===== src/cig_pkg.sv =====
// Shared constants, types and the case-folding function for the glob matcher.
// Used by cig_cell and by case_insensitive_glob_matcher_unit.
package cig_pkg;

    localparam int PAT_MAX = 64;
    localparam int LEN_W   = $clog2(PAT_MAX + 1);

    localparam logic [7:0] STAR_CODE  = 8'd42;
    localparam logic [7:0] QMARK_CODE = 8'd63;
    localparam logic [7:0] UPPER_A    = 8'd65;
    localparam logic [7:0] UPPER_Z    = 8'd90;
    localparam logic [7:0] CASE_GAP   = 8'd32;

    localparam logic MODE_PATTERN = 1'b0;
    localparam logic MODE_NAME    = 1'b1;

    // Control broadcast from the top level to every cell of the row.
    typedef struct packed {
        logic             step;       // a name byte is accepted this cycle
        logic             starting;   // this name byte opens a new name
        logic             wild;       // pattern holds a star or a question mark
        logic [7:0]       fc;         // folded name byte
        logic [LEN_W-1:0] len;        // pattern length
        logic [LEN_W-1:0] lead;       // number of leading stars
        logic             load;       // a pattern byte is stored this cycle
        logic [LEN_W-1:0] load_idx;
        logic [7:0]       load_byte;
    } t_cell_ctl;

    function automatic logic [7:0] fold_byte(input logic [7:0] c);
        logic [7:0] r;
        r = c;
        if (c inside {[UPPER_A:UPPER_Z]}) begin
            r = c + CASE_GAP;
        end
        return r;
    endfunction

endpackage


===== src/cig_cell.sv =====
// One pattern position of the matcher row: holds a pattern byte and its active bit.
// Depends on cig_pkg; hands advance and star-closure bits to the next cell.
module cig_cell (
    input  logic                      i_clk,
    input  logic                      i_rst_n,
    input  logic [cig_pkg::LEN_W-1:0] i_index,
    input  cig_pkg::t_cell_ctl        i_ctl,
    input  logic                      i_adv,
    input  logic                      i_carry,
    output logic                      o_adv,
    output logic                      o_carry,
    output logic                      o_next
);

    logic [7:0] r_byte;
    logic       r_act;

    logic in_range;
    logic act_eff;
    logic is_star;
    logic fold_eq;
    logic chr_match;
    logic sticky;
    logic n_act;

    always_comb begin
        in_range = i_index < i_ctl.len;
        // At the start of a name only the leading run of stars and the position after it are live.
        act_eff  = i_ctl.starting ? (i_ctl.wild && (i_index <= i_ctl.lead)) : r_act;
        is_star  = r_byte == cig_pkg::STAR_CODE;
        fold_eq  = cig_pkg::fold_byte(r_byte) == i_ctl.fc;
        chr_match = (r_byte == cig_pkg::QMARK_CODE) || fold_eq;

        if (i_ctl.wild) begin
            o_adv = in_range && act_eff && !is_star && chr_match;
        end else begin
            o_adv = in_range && (act_eff || (i_index == '0)) && fold_eq;
        end

        // In substring mode the position after the pattern keeps its hit.
        sticky = !i_ctl.wild && (i_index == i_ctl.len) && (i_index != '0) && act_eff;
        n_act  = i_adv || i_carry || (i_ctl.wild && in_range && act_eff && is_star) || sticky;
        o_carry = i_ctl.wild && in_range && is_star && n_act;
        o_next  = n_act;
    end

    always_ff @(posedge i_clk) begin
        if (i_ctl.load && (i_ctl.load_idx == i_index)) begin
            r_byte <= i_ctl.load_byte;
        end
    end

    always_ff @(posedge i_clk) begin
        if (!i_rst_n) begin
            r_act <= 1'b0;
        end else if (i_ctl.step) begin
            r_act <= n_act;
        end
    end

endmodule


===== src/case_insensitive_glob_matcher_unit.sv =====
// Top level of the case-insensitive glob matcher: pattern bookkeeping, the cell row
// and a two-entry result buffer; depends on cig_pkg and cig_cell.
// The verdict of a name's last byte is registered in the head entry, or the skid entry.
// Throughput: one pattern or name byte per cycle; input stalls only while both result
// entries are held. Star runs ripple along the cell chain within that cycle.
// Reset (synchronous, active low) clears lengths, flags, active bits and the buffer.
module case_insensitive_glob_matcher_unit (
    input  logic       i_clk,
    input  logic       i_rst_n,
    input  logic       i_in_valid,
    output logic       o_in_ready,
    input  logic       i_mode,
    input  logic [7:0] i_char_code,
    input  logic       i_last,
    output logic       o_out_valid,
    input  logic       i_out_ready,
    output logic       o_matched,
    output logic       o_pattern_too_long
);

    localparam int PM = cig_pkg::PAT_MAX;
    localparam int LW = cig_pkg::LEN_W;

    logic [LW-1:0] r_len, n_len;
    logic [LW-1:0] r_lead, n_lead;
    logic          r_wild, n_wild;
    logic          r_ovf, n_ovf;
    logic          r_all_star, n_all_star;
    logic          r_complete, n_complete;
    logic          r_starting, n_starting;
    logic          r_top_act;

    logic          r_out_v, r_skid_v;
    logic          r_out_m, r_out_e, r_skid_m, r_skid_e;

    logic          acc, pat_acc, name_acc, push, pop;
    logic [LW-1:0] fill_len, base_lead;
    logic          base_wild, base_all_star, is_star, is_q, store;
    logic          top_eff, top_next, res_m;

    cig_pkg::t_cell_ctl ctl;
    logic [PM:0]   adv_chain;
    logic [PM:0]   carry_chain;
    logic [PM:0]   next_vec;

    assign o_in_ready = !r_skid_v;
    assign acc      = i_in_valid && o_in_ready;
    assign pat_acc  = acc && (i_mode == cig_pkg::MODE_PATTERN);
    assign name_acc = acc && (i_mode == cig_pkg::MODE_NAME);

    always_comb begin
        fill_len      = r_complete ? '0 : r_len;
        base_lead     = r_complete ? '0 : r_lead;
        base_wild     = r_complete ? 1'b0 : r_wild;
        base_all_star = r_complete ? 1'b1 : r_all_star;
        is_star       = i_char_code == cig_pkg::STAR_CODE;
        is_q          = i_char_code == cig_pkg::QMARK_CODE;
        store         = fill_len < LW'(PM);

        n_len      = r_len;
        n_lead     = r_lead;
        n_wild     = r_wild;
        n_ovf      = r_ovf;
        n_all_star = r_all_star;
        n_complete = r_complete;
        n_starting = r_starting;
        if (pat_acc) begin
            n_len      = fill_len;
            n_lead     = base_lead;
            n_wild     = base_wild;
            n_ovf      = r_complete ? 1'b0 : r_ovf;
            n_all_star = base_all_star;
            if (store) begin
                n_len  = fill_len + LW'(1);
                n_wild = base_wild || is_star || is_q;
                if (base_all_star && is_star) begin
                    n_lead = base_lead + LW'(1);
                end else begin
                    n_all_star = 1'b0;
                end
            end else begin
                n_ovf = 1'b1;
            end
            n_complete = i_last;
            n_starting = 1'b1;
        end else if (name_acc) begin
            n_starting = i_last;
        end
    end

    always_comb begin
        ctl.step      = name_acc;
        ctl.starting  = r_starting;
        ctl.wild      = r_wild;
        ctl.fc        = cig_pkg::fold_byte(i_char_code);
        ctl.len       = r_len;
        ctl.lead      = r_lead;
        ctl.load      = pat_acc && store;
        ctl.load_idx  = fill_len;
        ctl.load_byte = i_char_code;
    end

    assign adv_chain[0]   = 1'b0;
    assign carry_chain[0] = 1'b0;

    for (genvar k = 0; k < PM; k++) begin : g_cell
        cig_cell u_cell (
            .i_clk   (i_clk),
            .i_rst_n (i_rst_n),
            .i_index (LW'(k)),
            .i_ctl   (ctl),
            .i_adv   (adv_chain[k]),
            .i_carry (carry_chain[k]),
            .o_adv   (adv_chain[k+1]),
            .o_carry (carry_chain[k+1]),
            .o_next  (next_vec[k])
        );
    end

    // Position after a full-length pattern has no byte of its own.
    always_comb begin
        top_eff  = r_starting ? (r_wild && (r_lead == LW'(PM))) : r_top_act;
        top_next = adv_chain[PM] || carry_chain[PM]
                   || (!r_wild && (r_len == LW'(PM)) && top_eff);
    end

    assign next_vec[PM] = top_next;
    assign res_m = !r_ovf && (r_len != '0) && next_vec[r_len];

    assign push = name_acc && i_last;
    assign pop  = r_out_v && i_out_ready;

    always_ff @(posedge i_clk) begin
        if (!i_rst_n) begin
            r_len      <= '0;
            r_lead     <= '0;
            r_wild     <= 1'b0;
            r_ovf      <= 1'b0;
            r_all_star <= 1'b1;
            r_complete <= 1'b1;
            r_starting <= 1'b1;
            r_top_act  <= 1'b0;
            r_out_v    <= 1'b0;
            r_skid_v   <= 1'b0;
        end else begin
            r_len      <= n_len;
            r_lead     <= n_lead;
            r_wild     <= n_wild;
            r_ovf      <= n_ovf;
            r_all_star <= n_all_star;
            r_complete <= n_complete;
            r_starting <= n_starting;
            if (name_acc) begin
                r_top_act <= top_next;
            end
            if (r_skid_v) begin
                if (pop) begin
                    r_skid_v <= 1'b0;
                end
            end else if (push && r_out_v && !pop) begin
                r_skid_v <= 1'b1;
            end else if (push) begin
                r_out_v <= 1'b1;
            end else if (pop) begin
                r_out_v <= 1'b0;
            end
        end
    end

    // Result payload; the skid entry moves up when the head request is taken.
    always_ff @(posedge i_clk) begin
        if (r_skid_v) begin
            if (pop) begin
                r_out_m <= r_skid_m;
                r_out_e <= r_skid_e;
            end
        end else if (push && (!r_out_v || pop)) begin
            r_out_m <= res_m;
            r_out_e <= r_ovf;
        end else if (push) begin
            r_skid_m <= res_m;
            r_skid_e <= r_ovf;
        end
    end

    assign o_out_valid        = r_out_v;
    assign o_matched          = r_out_m;
    assign o_pattern_too_long = r_out_e;

    a_skid_needs_head: assert property (@(posedge i_clk) disable iff (!i_rst_n)
        r_skid_v |-> r_out_v)
        else $error("skid entry held without a head entry");

    a_overflow_no_match: assert property (@(posedge i_clk) disable iff (!i_rst_n)
        (o_out_valid && o_pattern_too_long) |-> !o_matched)
        else $error("match reported with an overlong pattern");

    a_lead_within_len: assert property (@(posedge i_clk) disable iff (!i_rst_n)
        r_lead <= r_len)
        else $error("leading star count exceeds pattern length");

    a_overflow_full: assert property (@(posedge i_clk) disable iff (!i_rst_n)
        r_ovf |-> (r_len == LW'(PM)))
        else $error("overflow flagged below full length");

    a_pattern_restarts_name: assert property (@(posedge i_clk) disable iff (!i_rst_n)
        pat_acc |=> r_starting)
        else $error("pattern byte did not abandon the current name");

endmodule


===== config.mk =====
export PLATFORM = sky130hd
export DESIGN_NAME = case_insensitive_glob_matcher_unit
export DESIGN_NICKNAME = d
export VERILOG_FILES = /design/src/cig_pkg.sv /design/src/cig_cell.sv /design/src/case_insensitive_glob_matcher_unit.sv
export SDC_FILE = /design/constraint.sdc
export NUM_CORES = 2
export LEC_CHECK = 0
export ABC_AREA = 1
export BUFFER_PORTS_ARGS = -buffer_cell sky130_fd_sc_hd__buf_2
export CAP_MARGIN = 20
export CORE_AREA = 2 2 355 428
export CTS_CLUSTER_DIAMETER = 120
export CTS_CLUSTER_SIZE = 10
export DETAILED_ROUTE_END_ITERATION = 7
export DIE_AREA = 0 0 357 430
export SLEW_MARGIN = 25
export SYNTH_ARGS = -nofsm -noshare
export SYNTH_HDL_FRONTEND = slang
export SYNTH_SLANG_ARGS = --single-unit

===== constraint.sdc =====
create_clock -name i_clk -period 18.7 [get_ports i_clk]
set_input_delay 0.935 -clock i_clk [delete_from_list [all_inputs] [get_ports i_clk]]
set_output_delay 0.935 -clock i_clk [all_outputs]
set_load 0.01 [all_outputs]

==> impl_metrics.xml <==
<?xml version="1.0" encoding="UTF-8"?>
<metrics>
  <group name="synthesis">
    <metric name="summed_instance_area_of_the_synthesized_netlist" unit="µm²">38640</metric>
    <metric name="synth-async-reset-ratio" unit="%">0</metric>
    <metric name="syn_inst" unit="">4698</metric>
    <metric name="synth_edf_count" unit="">516</metric>
    <metric name="synth.yosys.seq_area_share" unit="%">44.55</metric>
    <metric name="synth_flop_cell" unit="">sky130_fd_sc_hd__edfxtp_1</metric>
    <metric name="syn_area_per_cell" unit="µm²">8.226</metric>
    <metric name="ys_warn_count" unit="">0</metric>
    <metric name="synth_nets" unit="">4782</metric>
    <metric name="synth_cell_type_count" unit="">69</metric>
    <metric name="postSynthRegisterBits" unit="">602</metric>
  </group>
  <group name="power">
    <metric name="power_per_cell_area" unit="nW/µm²">68.95</metric>
    <metric name="static-leakage-power" unit="nW">15.77</metric>
    <metric name="ir_worst_vdd" unit="mV">0.05327</metric>
  </group>
  <group name="clock_network">
    <metric name="setup_fix_bufs_post_cts" unit="">0</metric>
    <metric name="cts_resized" unit="">0</metric>
    <metric name="clk_latency" unit="ns">0.69</metric>
    <metric name="clock_tree.buffer_depth" unit="">3</metric>
    <metric name="cts_tree" unit="">yes</metric>
    <metric name="clock-sinks" unit="">602</metric>
    <metric name="cts-hold-fix-buffers" unit="">0</metric>
    <metric name="clock_tree.root_cell" unit="">sky130_fd_sc_hd__clkbuf_16</metric>
    <metric name="clkTransAtPathRegs" unit="ns">0.06</metric>
    <metric name="cts_inserted_buffers" unit="">70</metric>
    <metric name="htree_num_levels" unit="">3</metric>
  </group>
  <group name="floorplan">
    <metric name="initial_core_utilization" unit="%">25.85</metric>
    <metric name="floorplan.die.width" unit="µm">357</metric>
    <metric name="coreArea" unit="µm²">149500</metric>
    <metric name="ioPinCount" unit="">18</metric>
    <metric name="die_h" unit="µm">430</metric>
    <metric name="floorplan.rows" unit="">156</metric>
    <metric name="fp.dieArea" unit="µm²">153500</metric>
  </group>
  <group name="route">
    <metric name="drt_first_iter_violations" unit="">4192</metric>
    <metric name="drt-vias-per-instance" unit="">5.427</metric>
    <metric name="drcViolationCount" unit="">0</metric>
    <metric name="drt-total-wl" unit="mm">152.2</metric>
    <metric name="wire_per_inst" unit="µm">22.61</metric>
    <metric name="route.antenna.remaining_nets" unit="">0</metric>
    <metric name="drt-pass1-iter-count" unit="">7</metric>
    <metric name="num_vias" unit="">36540</metric>
  </group>
  <group name="sta">
    <metric name="period_needed" unit="ns">12.41</metric>
    <metric name="final_min_period_over_clock_period" unit="%">66.35</metric>
    <metric name="timing_max_transition_violations_final" unit="">0</metric>
    <metric name="tightest_slew" unit="ns">1.184</metric>
    <metric name="max-slew-margin-rel" unit="%">20.20</metric>
    <metric name="finalSetupViolCount" unit="">0</metric>
    <metric name="skew" unit="ns">0.03856</metric>
    <metric name="max_freq" unit="MHz">80.60</metric>
    <metric name="hold_viol_final" unit="">0</metric>
    <metric name="grt_setup_unrepaired" unit="">false</metric>
    <metric name="finalWorstSetupSlack" unit="ns">6.293</metric>
    <metric name="setup-tns-final" unit="ns">0</metric>
  </group>
  <group name="outcome">
    <metric name="run_status" unit="">finished clean</metric>
  </group>
  <group name="worst_setup_path">
    <metric name="rrSetupSlack" unit="ns">6.49</metric>
    <metric name="crit_path_frequent_cell" unit="">sky130_fd_sc_hd__nand2_2</metric>
    <metric name="worst-path-stages" unit="">145</metric>
    <metric name="worstPathBufferInverterCount" unit="">4</metric>
    <metric name="crit_arrival" unit="ns">12.95</metric>
    <metric name="timing.critical_path.max_delay_family" unit="">simple AND/OR/NAND/NOR gates</metric>
    <metric name="critPathCaptureType" unit="">flip-flop</metric>
    <metric name="worstReg2RegStart" unit="">r_wild$_SDFFE_PN0P_</metric>
    <metric name="r2r_end" unit="">o_matched$_DFFE_PP_</metric>
    <metric name="max_stage_delay" unit="ns">0.58</metric>
    <metric name="setup.worst_path.class" unit="">in2reg</metric>
    <metric name="critical_path_required" unit="ns">19.24</metric>
    <metric name="critPathCapture" unit="">o_matched$_DFFE_PP_</metric>
    <metric name="worst_r2r_path_depth" unit="">140</metric>
    <metric name="path_max_fanout" unit="">35</metric>
    <metric name="worst_path_max_delay_cell" unit="">sky130_fd_sc_hd__buf_4</metric>
    <metric name="critPathLaunch" unit="">i_char_code[1]</metric>
    <metric name="critical_path.startpoint_type" unit="">input port</metric>
  </group>
  <group name="place">
    <metric name="port_buffers" unit="">17</metric>
    <metric name="post-place-ws" unit="ns">5.783</metric>
    <metric name="detailed_place_hpwl" unit="mm">106.0</metric>
    <metric name="place.detailed.instances" unit="">6616</metric>
    <metric name="gp_congestion" unit="">1.105</metric>
  </group>
  <group name="cells_and_area">
    <metric name="final_cell_count_no_fill" unit="">6733</metric>
    <metric name="area_growth_syn_to_layout" unit="%">12.22</metric>
    <metric name="fin_nets" unit="">4797</metric>
    <metric name="final_layout_size_suffix_gt1_share" unit="%">8.225</metric>
  </group>
  <group name="run">
    <metric name="drv_cap" unit="">0</metric>
  </group>
  <group name="global_routing">
    <metric name="grt_total_ovfl" unit="">0</metric>
    <metric name="globalRouteTotalUtil" unit="%">19.36</metric>
    <metric name="grt_max_degree" unit="">113</metric>
    <metric name="grt_antenna_before_repair" unit="">13</metric>
    <metric name="first_global_vias" unit="">34870</metric>
    <metric name="grt_first_pass_wirelength" unit="mm">223.5</metric>
  </group>
  <group name="min_path">
    <metric name="timing.hold.worst.class" unit="">reg2reg</metric>
  </group>
</metrics>
layout by cell type (no fill, tap or decap), drive strengths merged, types with 22 or more instances in the layout:
master / instances
a41oi: 45
inv: 650
o41ai: 22
o31ai: 25
buf: 99
a31oi: 28
clkbuf: 109
ha: 70
nor2: 583
nor3b: 28
xor2: 177
or2: 28
dfxtp: 86
nand3: 252
nand4: 149
o2111ai: 33
o21ai: 455
a21oi: 225
nand2: 628
a221oi: 31
nor3: 104
xnor2: 45
nor4: 99
edfxtp: 516
o22ai: 99
power breakdown:
part | internal (mW) | leakage [nW] | total, mW | switching, mW
registers | 1.47 | 5.34 | 1.47 | 0.00659
clock network | 0.717 | 0.965 | 1.29 | 0.569
logic | 0.0563 | 9.46 | 0.232 | 0.175
total | 2.24 | 15.8 | 2.99 | 0.751
metal layers:
metal / track usage (%) / part of all wire [%] / up-vias
li1: - / - / 16670
met1: 21.68 / 36 / 17410
met2: 31.44 / 45 / 1855
met3: 4.378 / 8.9 / 591
met4: 15.70 / 9.2 / 16
met5: 0 / 0.073 / -
synthesized netlist by cell type, types with 7 or more instances:
cell type	instances	area (µm²)
sky130_fd_sc_hd__a41oi_1	45	394.1
sky130_fd_sc_hd__o221ai_1	7	61.31
sky130_fd_sc_hd__edfxtp_1	516	15490
sky130_fd_sc_hd__o22ai_1	99	619.3
sky130_fd_sc_hd__buf_1	37	138.9
sky130_fd_sc_hd__inv_2	24	90.09
sky130_fd_sc_hd__ha_1	70	875.8
sky130_fd_sc_hd__a2111oi_0	12	105.1
sky130_fd_sc_hd__o21bai_1	20	150.1
sky130_fd_sc_hd__nor2_2	8	50.05
sky130_fd_sc_hd__inv_1	625	2346
sky130_fd_sc_hd__a31oi_1	28	175.2
sky130_fd_sc_hd__o21ai_0	445	2227
sky130_fd_sc_hd__a32oi_1	9	78.83
sky130_fd_sc_hd__nand2_2	126	788.3
sky130_fd_sc_hd__o211ai_1	15	112.6
sky130_fd_sc_hd__nor3b_1	28	210.2
sky130_fd_sc_hd__o41ai_1	22	192.7
sky130_fd_sc_hd__clkbuf_1	107	401.6
sky130_fd_sc_hd__o21ai_1	10	50.05
sky130_fd_sc_hd__nor3_1	101	505.5
sky130_fd_sc_hd__xor2_1	177	1550
sky130_fd_sc_hd__a221oi_1	31	271.5
sky130_fd_sc_hd__nand3_1	251	1256
sky130_fd_sc_hd__nand4_1	149	932.1
sky130_fd_sc_hd__o32ai_1	11	96.34
sky130_fd_sc_hd__dfxtp_1	86	1722
sky130_fd_sc_hd__xnor2_1	45	394.1
sky130_fd_sc_hd__nand2_1	498	1869
sky130_fd_sc_hd__a211oi_1	14	105.1
sky130_fd_sc_hd__o2111ai_1	33	289.0
sky130_fd_sc_hd__o31ai_1	25	187.7
sky130_fd_sc_hd__nor2_1	575	2158
sky130_fd_sc_hd__nor4_1	99	619.3
sky130_fd_sc_hd__or2_2	25	156.4
sky130_fd_sc_hd__o21a_1	7	52.55
sky130_fd_sc_hd__a21oi_1	222	1111
sky130_fd_sc_hd__a22oi_1	9	67.56
kinds of logic after synthesis:
kind of cell / count (synthesis) / share of synthesized area (%)
and+or+nand+nor: 1896 / 22.85
buffers and inverters: 809 / 8.000
AOI/OAI and AO/OA: 1099 / 17.30
DFF: 602 / 44.55
adders and majority gates: 70 / 2.266
xor gates and xnor gates: 222 / 5.031
registers in the layout, summed over array words and instances (netlist names), 7 cells and up:
signal / cells
g_cell.u_cell.r_act: 64
r_lead: 7
r_len: 7
g_cell.u_cell.r_byte: 512
worst min-delay path by stage:
stage | startpoint | slack (ns) | cells past startpoint | endpoint
2_1_floorplan | r_all_star$_SDFFE_PN1P_ | 0.44 | 2 | r_all_star$_SDFFE_PN1P_
3_3_place_gp | r_all_star$_SDFFE_PN1P_ | 0.46 | 2 | r_all_star$_SDFFE_PN1P_
3_5_place_dp | r_all_star$_SDFFE_PN1P_ | 0.47 | 2 | r_all_star$_SDFFE_PN1P_
4_1_cts | r_all_star$_SDFFE_PN1P_ | 0.48 | 2 | r_all_star$_SDFFE_PN1P_
5_1_grt | r_all_star$_SDFFE_PN1P_ | 0.51 | 2 | r_all_star$_SDFFE_PN1P_
6_report | r_all_star$_SDFFE_PN1P_ | 0.48 | 2 | r_all_star$_SDFFE_PN1P_
worst reg2reg max path, delay by kind of cell, from the launching register on:
family / cells / cell delay, ns
compound gates: 1 / 0.12
buf+inv: 5 / 1.43
flops: 1 / 0.78
simple gates: 134 / 9.75
stage by stage:
stage | total power [mW] | hold WS, ns | utilization, % | area [µm²]
after global placement | 1.726 | 0.4578 | 27.64 | 41320
after CTS | 3.011 | 0.4802 | 28.99 | 43350
after floorplan | 1.622 | 0.4410 | - | 38640
after global routing | 3.072 | 0.5134 | 29.00 | 43360
final | 2.990 | 0.4797 | 29.00 | 43370
after detailed placement | 1.727 | 0.4653 | 27.65 | 41340
final cells by class:
cell class / count / area (µm²)
inverters: 653 / 2456
clock inverters: 4 / 50.05
repair buffers: 99 / 764.5
fillers: 15920 / 106100
diodes: 4 / 10.01
multi-input cells: 3287 / 18430
flip-flops and latches: 602 / 17220
well taps: 1975 / 2471
clock buffers: 109 / 1962
Note: power is estimated with default switching activity, not from simulation.
